[config.mk]
export PLATFORM = sky130hd
export DESIGN_NAME = multi_key_debounce_short_press_top
export DESIGN_NICKNAME = d
export VERILOG_FILES = /design/src/rtl/core/mkd_pkg.sv /design/src/rtl/core/mkd_key_lane.sv /design/src/rtl/core/mkd_event_merge.sv /design/src/rtl/core/multi_key_debounce_short_press_top.sv
export SDC_FILE = /design/constraint.sdc
export NUM_CORES = 1
export LEC_CHECK = 0
export BUFFER_PORTS_ARGS = -buffer_cell sky130_fd_sc_hd__buf_2
export CORE_ASPECT_RATIO = 0.6
export CORE_MARGIN = 8
export CORE_UTILIZATION = 25
export CTS_CLUSTER_SIZE = 28
export DETAILED_ROUTE_END_ITERATION = 16
export GPL_TIMING_DRIVEN = 1
export PLACE_DENSITY = 0.48
export SETUP_SLACK_MARGIN = 0.1
export SLEW_MARGIN = 25
export SYNTH_ARGS = -nofsm -noshare
export SYNTH_HDL_FRONTEND = slang
export SYNTH_SLANG_ARGS = --single-unit
[constraint.sdc]
create_clock -name aclk -period 6.9 [get_ports aclk]
set_input_delay 0.69 -clock aclk [delete_from_list [all_inputs] [get_ports aclk]]
set_output_delay 0.69 -clock aclk [all_outputs]
set_load 0.02 [all_outputs]
[src/rtl/core/mkd_pkg.sv]
// ----------------------------------------------------------------------------
// mkd_pkg: shared types and constants for the multi-key debouncer
// Field widths, register codes, reset values and the per-key phase type.
// ----------------------------------------------------------------------------
package mkd_pkg;

    // key count default and the key width of the stream fields
    localparam int NUM_KEYS_DEF = 3;
    localparam int FIELD_KEYS   = 3;

    // configuration register widths and reset values
    localparam int DEB_W     = 8;
    localparam int HOLD_W    = 16;
    localparam int CFG_W     = 16;
    localparam int CFG_IDX_W = 1;

    localparam logic [DEB_W-1:0]  DEB_RESET  = 8'd5;
    localparam logic [HOLD_W-1:0] HOLD_RESET = 16'd100;

    // register indexes
    localparam logic [CFG_IDX_W-1:0] CFG_DEBOUNCE = 1'b0;
    localparam logic [CFG_IDX_W-1:0] CFG_HOLD     = 1'b1;

    // item kinds carried in tuser
    localparam logic FUNC_TICK  = 1'b0;
    localparam logic FUNC_FETCH = 1'b1;

    // stream payload widths
    localparam int IN_DATA_W  = 8;
    localparam int OUT_DATA_W = 8;
    localparam int EVT_W      = 2;
    localparam int LEFT_W     = 3;

    // per-key debounce phase
    typedef enum logic [1:0] {
        PH_RELEASED    = 2'd0,
        PH_DEB_PRESS   = 2'd1,
        PH_PRESSED     = 2'd2,
        PH_DEB_RELEASE = 2'd3
    } phase_t;

    // thresholds handed to every lane
    typedef struct packed {
        logic [DEB_W-1:0]  debounce_ticks;
        logic [HOLD_W-1:0] hold_ticks;
    } cfg_t;

    // accepted transaction kind, one-hot or idle
    typedef struct packed {
        logic tick;
        logic fetch;
    } fire_t;

endpackage

[src/rtl/core/mkd_key_lane.sv]
// ----------------------------------------------------------------------------
// mkd_key_lane: debounce state machine for one key
// Tracks press/release debounce, hold time and the long-press mark; pulses
// short_release on a confirmed release of a short press.
// ----------------------------------------------------------------------------
module mkd_key_lane
    import mkd_pkg::*;
(
    input  logic aclk,
    input  logic aresetn,
    input  cfg_t cfg,
    input  logic sample_en,
    input  logic active,
    output logic short_release
);

    phase_t             phase_reg, phase_next;
    logic [DEB_W-1:0]   stable_reg, stable_next;
    logic [HOLD_W-1:0]  hold_reg, hold_next;
    logic               long_reg, long_next;

    logic [DEB_W-1:0]   stable_inc;
    logic [HOLD_W-1:0]  hold_inc;
    logic               stable_done;
    logic               hold_done;

    // saturating increments and threshold compares
    assign stable_inc  = (stable_reg == '1) ? stable_reg : stable_reg + DEB_W'(1);
    assign hold_inc    = (hold_reg == '1) ? hold_reg : hold_reg + HOLD_W'(1);
    assign stable_done = (stable_inc >= cfg.debounce_ticks);
    assign hold_done   = (hold_inc >= cfg.hold_ticks);

    // next phase
    always_comb begin
        phase_next = phase_reg;
        if (sample_en) begin
            unique case (phase_reg)
                PH_RELEASED: begin
                    if (active) phase_next = PH_DEB_PRESS;
                end
                PH_DEB_PRESS: begin
                    if (!active)         phase_next = PH_RELEASED;
                    else if (stable_done) phase_next = PH_PRESSED;
                end
                PH_PRESSED: begin
                    if (!active) phase_next = PH_DEB_RELEASE;
                end
                PH_DEB_RELEASE: begin
                    if (active)           phase_next = PH_PRESSED;
                    else if (stable_done) phase_next = PH_RELEASED;
                end
                default: phase_next = PH_RELEASED;
            endcase
        end
    end

    // counters, long mark and event pulse
    always_comb begin
        stable_next   = stable_reg;
        hold_next     = hold_reg;
        long_next     = long_reg;
        short_release = 1'b0;
        if (sample_en) begin
            unique case (phase_reg)
                PH_RELEASED: begin
                    if (active) stable_next = DEB_W'(1);
                end
                PH_DEB_PRESS: begin
                    if (active) begin
                        stable_next = stable_inc;
                        if (stable_done) begin
                            hold_next = '0;
                            long_next = 1'b0;
                        end
                    end else begin
                        stable_next = '0;
                    end
                end
                PH_PRESSED: begin
                    if (active) begin
                        hold_next = hold_inc;
                        if (hold_done) long_next = 1'b1;
                    end else begin
                        stable_next = DEB_W'(1);
                    end
                end
                PH_DEB_RELEASE: begin
                    if (active) begin
                        stable_next = '0;
                    end else if (stable_done) begin
                        short_release = !long_reg;
                        stable_next   = '0;
                        hold_next     = '0;
                        long_next     = 1'b0;
                    end else begin
                        stable_next = stable_inc;
                    end
                end
                default: stable_next = '0;
            endcase
        end
    end

    always_ff @(posedge aclk) begin
        if (!aresetn) begin
            phase_reg  <= PH_RELEASED;
            stable_reg <= '0;
            hold_reg   <= '0;
            long_reg   <= 1'b0;
        end else begin
            phase_reg  <= phase_next;
            stable_reg <= stable_next;
            hold_reg   <= hold_next;
            long_reg   <= long_next;
        end
    end

endmodule

[src/rtl/core/mkd_event_merge.sv]
// ----------------------------------------------------------------------------
// mkd_event_merge: pending event register and fetch result stage
// Collects short-press events from all lanes, hands out the lowest pending
// key on a fetch and holds the result until the sink takes it.
// ----------------------------------------------------------------------------
module mkd_event_merge
    import mkd_pkg::*;
#(
    parameter int NUM_KEYS = NUM_KEYS_DEF
)
(
    input  logic                aclk,
    input  logic                aresetn,
    input  fire_t               fire,
    input  logic [NUM_KEYS-1:0] set_mask,
    input  logic                m_tready,
    output logic                m_tvalid,
    output logic [EVT_W-1:0]    event_code,
    output logic [LEFT_W-1:0]   pending_left,
    output logic                s_ready
);

    localparam int LPAD = (NUM_KEYS > LEFT_W) ? NUM_KEYS : LEFT_W;

    logic [NUM_KEYS-1:0] pending_reg, pending_next;
    logic [NUM_KEYS-1:0] lowest;
    logic [NUM_KEYS-1:0] remain;
    logic [LPAD-1:0]     remain_pad;
    logic [EVT_W-1:0]    code;
    logic                valid_reg, valid_next;
    logic [EVT_W-1:0]    code_reg;
    logic [LEFT_W-1:0]   left_reg;

    // lowest pending key, isolated as a one-hot
    assign lowest     = pending_reg & (~pending_reg + NUM_KEYS'(1));
    assign remain     = pending_reg & ~lowest;
    assign remain_pad = LPAD'(remain);

    always_comb begin
        code = '0;
        for (int k = 0; k < NUM_KEYS; k++) begin
            if (lowest[k]) code = EVT_W'(k + 1);
        end
    end

    // pending bits: set by ticks, lowest cleared by fetches
    always_comb begin
        pending_next = pending_reg;
        if (fire.tick)       pending_next = pending_reg | set_mask;
        else if (fire.fetch) pending_next = remain;
    end

    // one-entry result register
    always_comb begin
        valid_next = valid_reg;
        if (fire.fetch)    valid_next = 1'b1;
        else if (m_tready) valid_next = 1'b0;
    end

    always_ff @(posedge aclk) begin
        if (!aresetn) begin
            pending_reg <= '0;
            valid_reg   <= 1'b0;
        end else begin
            pending_reg <= pending_next;
            valid_reg   <= valid_next;
        end
    end

    always_ff @(posedge aclk) begin
        if (fire.fetch) begin
            code_reg <= code;
            left_reg <= remain_pad[LEFT_W-1:0];
        end
    end

    assign m_tvalid     = valid_reg;
    assign event_code   = code_reg;
    assign pending_left = left_reg;
    assign s_ready      = !valid_reg || m_tready;

endmodule

[src/rtl/core/multi_key_debounce_short_press_top.sv]
// ----------------------------------------------------------------------------
// multi_key_debounce_short_press_top: multi-key debouncer, short presses
// One debounce lane per key, a shared pending-event register and a fetch
// result stage; thresholds come from a plain write port.
//
//   channel  | dir | handshake          | contents
//   ---------+-----+--------------------+-----------------------------------
//   s_       | in  | s_tvalid/s_tready  | tuser: func; tdata: levels, read_ok
//   m_       | out | m_tvalid/m_tready  | tdata: event_code, pending_left
//   cfg_     | in  | cfg_we             | cfg_index, cfg_wdata
//
// One transaction per cycle. A tick updates each lane with its read_ok bit set
// at its accept edge; a fetch result sits in the output register from the next cycle on.
// s_tready drops only while a result is held and m_tready is low, as the
// single output register is the only buffer. Reset is synchronous and
// restores released keys, no pending events and default thresholds.
// ----------------------------------------------------------------------------
module multi_key_debounce_short_press_top
    import mkd_pkg::*;
#(
    parameter int NUM_KEYS = NUM_KEYS_DEF
)
(
    input  logic                  aclk,
    input  logic                  aresetn,
    // configuration write port
    input  logic                  cfg_we,
    input  logic [CFG_IDX_W-1:0]  cfg_index,
    input  logic [CFG_W-1:0]      cfg_wdata,
    // input stream
    input  logic                  s_tvalid,
    output logic                  s_tready,
    input  logic [IN_DATA_W-1:0]  s_tdata,   // [2:0] key_levels, [5:3] read_ok
    input  logic [0:0]            s_tuser,   // [0] func
    // result stream
    output logic                  m_tvalid,
    input  logic                  m_tready,
    output logic [OUT_DATA_W-1:0] m_tdata    // [1:0] event_code, [4:2] pending_left
);

    localparam int LPAD = (NUM_KEYS > FIELD_KEYS) ? NUM_KEYS : FIELD_KEYS;

    logic [DEB_W-1:0]    debounce_ticks_reg;
    logic [HOLD_W-1:0]   hold_ticks_reg;
    cfg_t                cfg;
    fire_t               fire;
    logic                accept;
    logic [LPAD-1:0]     levels_pad;
    logic [LPAD-1:0]     valid_pad;
    logic [NUM_KEYS-1:0] set_mask;
    logic [EVT_W-1:0]    event_code;
    logic [LEFT_W-1:0]   pending_left;

    // configuration registers
    always_ff @(posedge aclk) begin
        if (!aresetn) begin
            debounce_ticks_reg <= DEB_RESET;
            hold_ticks_reg     <= HOLD_RESET;
        end else if (cfg_we) begin
            unique case (cfg_index)
                CFG_DEBOUNCE: debounce_ticks_reg <= cfg_wdata[DEB_W-1:0];
                CFG_HOLD:     hold_ticks_reg     <= cfg_wdata[HOLD_W-1:0];
                default: ;
            endcase
        end
    end

    assign cfg.debounce_ticks = debounce_ticks_reg;
    assign cfg.hold_ticks     = hold_ticks_reg;

    // transaction decode; keys past the field width never sample
    assign accept     = s_tvalid && s_tready;
    assign fire.tick  = accept && (s_tuser[0] == FUNC_TICK);
    assign fire.fetch = accept && (s_tuser[0] == FUNC_FETCH);
    assign levels_pad = LPAD'(s_tdata[FIELD_KEYS-1:0]);
    assign valid_pad  = LPAD'(s_tdata[2*FIELD_KEYS-1:FIELD_KEYS]);

    // one lane per key
    for (genvar k = 0; k < NUM_KEYS; k++) begin : g_lane
        mkd_key_lane u_lane (
            .aclk          (aclk),
            .aresetn       (aresetn),
            .cfg           (cfg),
            .sample_en     (fire.tick && valid_pad[k]),
            .active        (levels_pad[k]),
            .short_release (set_mask[k])
        );
    end

    mkd_event_merge #(
        .NUM_KEYS (NUM_KEYS)
    ) u_merge (
        .aclk         (aclk),
        .aresetn      (aresetn),
        .fire         (fire),
        .set_mask     (set_mask),
        .m_tready     (m_tready),
        .m_tvalid     (m_tvalid),
        .event_code   (event_code),
        .pending_left (pending_left),
        .s_ready      (s_tready)
    );

    assign m_tdata = OUT_DATA_W'({pending_left, event_code});

endmodule

==> results.sh <==
export IMPL_synthToLayoutAreaGrowth_pct=13.3
export IMPL_tightest_slew_ps=918
export IMPL_fin_ws_ps=3350
export IMPL_pwr_share_comb=0.071
export IMPL_setup_violations_final=0
export IMPL_ctsHoldBuffers=0
export IMPL_synth_mux_area_fraction=0.0275
export IMPL_die_y_um=154
export IMPL_synth_seq_cells=113
export IMPL_grt_usage=0.125
export IMPL_cts_clk_slew_worst_paths_ps=50
export IMPL_htree_num_levels=4
export IMPL_multi_input_area_mm2=0.00534
export IMPL_fin_crit_ps=3550
export IMPL_crit_arrival_ps=3890
export IMPL_die_area_mm2=0.0380
export IMPL_register_area_mm2=0.00230
export IMPL_grt_pass1_wl_um=37600
export IMPL_critPathLaunchType="register"
export IMPL_clock_latency_ps=420
export IMPL_wl_um=23700
export IMPL_rsz0062_at_grt="no"
export IMPL_internal_power_mw=1.19
export IMPL_hold_path_class="reg2reg"
export IMPL_grt_start_max_net_pins=42
export IMPL_clkPwrFrac=0.510
export IMPL_vias=7182
export IMPL_clock_sinks=113
export IMPL_final_common_cell="nand2_1"
export IMPL_p_seq_frac=0.419
export IMPL_post_cts_buffers=0
export IMPL_async_flop_share=0
export IMPL_fin_total_pwr_mw=1.60
export IMPL_cts_tree="yes"
export IMPL_gp_congestion=0.818
export IMPL_vdd_drop_max_mv=0.175
export IMPL_max_slew_margin_rel=0.385
export IMPL_syn_area_mm2=0.00797
export IMPL_initialDrtViolationCount=528
export IMPL_grt_overflow=0
export IMPL_powerDensity_mw_per_mm2=178
export IMPL_synth_compound_area_frac=0.225
export IMPL_critPathRequiredTime_ps=7250
export IMPL_final_hold_viol_count=0
export IMPL_synth_top_family_by_area="simple AND/OR/NAND/NOR gates"
export IMPL_cts_resized=0
export IMPL_synth_xor_area_frac=0.0494
export IMPL_drc=0
export IMPL_dr_pass1_iters=5
export IMPL_layout_common_cells="nand2_1 (123), dfxtp_1 (109), a21oi_1 (80), ha_1 (78), nor2_1 (64)"
export IMPL_ys_seq_area_frac=0.289
export IMPL_dieWidth_um=247
export IMPL_netlist_instances=989
export IMPL_drive_above_1_share=0.105
export IMPL_fillers=3368
export IMPL_io_pins=41
export IMPL_ys_types=79
export IMPL_skew_ps=9.42
export IMPL_avgSynthCellArea_um2=8.06
export IMPL_io_buffers=34
export IMPL_synth_edff_count=4
export IMPL_place_hpwl_um=18200
export IMPL_yosysWarnings=0
export IMPL_p_sw_uw=412
export IMPL_initial_core_util=0.255
export IMPL_grt_pass1_vias=6584
export IMPL_critical_path_peak_fanout=11
export IMPL_max_freq_mhz=282
export IMPL_ctsRootBufferMaster="clkbuf_16"
export IMPL_slew_violations=0
export IMPL_holdWs_ps=454
export IMPL_num_rows=50
export IMPL_final_net_count=1116
export IMPL_cts_made_buffers=17
export IMPL_status="finished clean"
export IMPL_ant_nets=0
export IMPL_p_sw_frac=0.257
export IMPL_synth_simple_area_share=0.244
export IMPL_end_kind="register"
export IMPL_grt_antenna_before_repair=0
export IMPL_core_area_mm2=0.0313
export IMPL_maxCapViolCount=0
export IMPL_via_per_inst=5.00
export IMPL_setup_tns_ps=0
export IMPL_p_leak_nw=3.56
export IMPL_ys_flop_type="dfxtp_1"
export IMPL_synth_fa_ha_area_frac=0.122
export IMPL_finalCritPeriodShare=0.514
export IMPL_post_place_ws_ps=3420
export IMPL_wl_per_cell_um=16.5
export IMPL_cts_max_path_buffers=2
export IMPL_largest_register_ffs=48
export IMPL_diodes=0
export IMPL_crit_type="reg2reg"
power groups by stage:
| stage | clock network, mW | registers, mW | logic [mW] |
|---|---|---|---|
| after floorplan | 0 | 0.685 | 0.0713 |
| after global placement | 0 | 0.686 | 0.112 |
| after detailed placement | 0 | 0.686 | 0.114 |
| after CTS | 0.843 | 0.672 | 0.114 |
| after global routing | 0.876 | 0.673 | 0.127 |
| final | 0.818 | 0.672 | 0.114 |
stage by stage:
| stage | area [um2] | std cells | util |
|---|---|---|---|
| floorplan | 7980 | 992 | - |
| global placement | 8500 | 1404 | 0.272 |
| detailed placement | 8500 | 1404 | 0.272 |
| CTS | 9030 | 1436 | 0.289 |
| global route | 9030 | 1436 | 0.289 |
| finish | 9030 | 1436 | 0.289 |
critical path: stages (launching register included):
cell       delay, ps
dfxtp_1          420
nand3_1          150
nor3_1           340
nand3_1          240
xnor2_1          240
ha_1             250
nand2b_1         150
a2111oi_2        400
o31a_1           290
a21o_1           440
nand2_1          290
a31oi_1          240
routing by layer:
metal / share of wire / up-vias / routed length [um] / global-route usage
li1: - / 3662 / - / -
met1: 0.57 / 3362 / 13500 / 0.197
met2: 0.37 / 138 / 8860 / 0.165
met3: 0.047 / 20 / 1120 / 0.0261
met4: 0.012 / 0 / 278 / 0.0330
met5: 0 / - / 0 / 0
final timing paths:
check        slack [ps]  cells after the start                      endpoint                      startpoint
max                3350                     11  g_lane[0].u_lane.hold_reg[8]  g_lane[0].u_lane.stable_reg[3]
max reg2reg        3350                     11  g_lane[0].u_lane.hold_reg[8]  g_lane[0].u_lane.stable_reg[3]
min                 450                      2             hold_ticks_reg[8]               hold_ticks_reg[8]
min reg2reg         450                      2             hold_ticks_reg[8]               hold_ticks_reg[8]
cell type report:
| type | instances | area share |
|---|---|---|
| repair buffers | 38 | 0.0222 |
| multi-input cells | 801 | 0.591 |
| flip-flops and latches | 113 | 0.255 |
| inverters | 36 | 0.0150 |
| well taps | 416 | 0.0576 |
| clock inverters | 11 | 0.0101 |
| clock buffers | 21 | 0.0488 |
Yosys cell counts, types with 17 or more instances:
| master | n | share of area |
|---|---|---|
| xor2_1 | 21 | 0.023 |
| clkbuf_1 | 19 | 0.0089 |
| and3_1 | 17 | 0.013 |
| inv_1 | 36 | 0.017 |
| ha_1 | 78 | 0.12 |
| a21oi_1 | 80 | 0.050 |
| nand2_1 | 123 | 0.058 |
| nor2_1 | 64 | 0.030 |
| o21ai_0 | 46 | 0.029 |
| a31oi_1 | 29 | 0.023 |
| nand2b_1 | 24 | 0.019 |
| xnor2_1 | 24 | 0.026 |
| dfxtp_1 | 109 | 0.27 |
| nor3_1 | 19 | 0.012 |
| nand3_1 | 53 | 0.033 |
cells by family (layout without fill, tap and decap cells):
family / count (synthesis) / after routing
AO/OA/AOI/OAI: 268 / 268
XOR/XNOR: 45 / 45
adder cells (fa/ha/maj): 78 / 78
buffers and inverters: 78 / 106
flip-flops: 113 / 113
multiplexers: 20 / 20
other: 1 / 4
AND/OR/NAND/NOR: 386 / 386
Note: power is estimated with default switching activity, not from simulation.
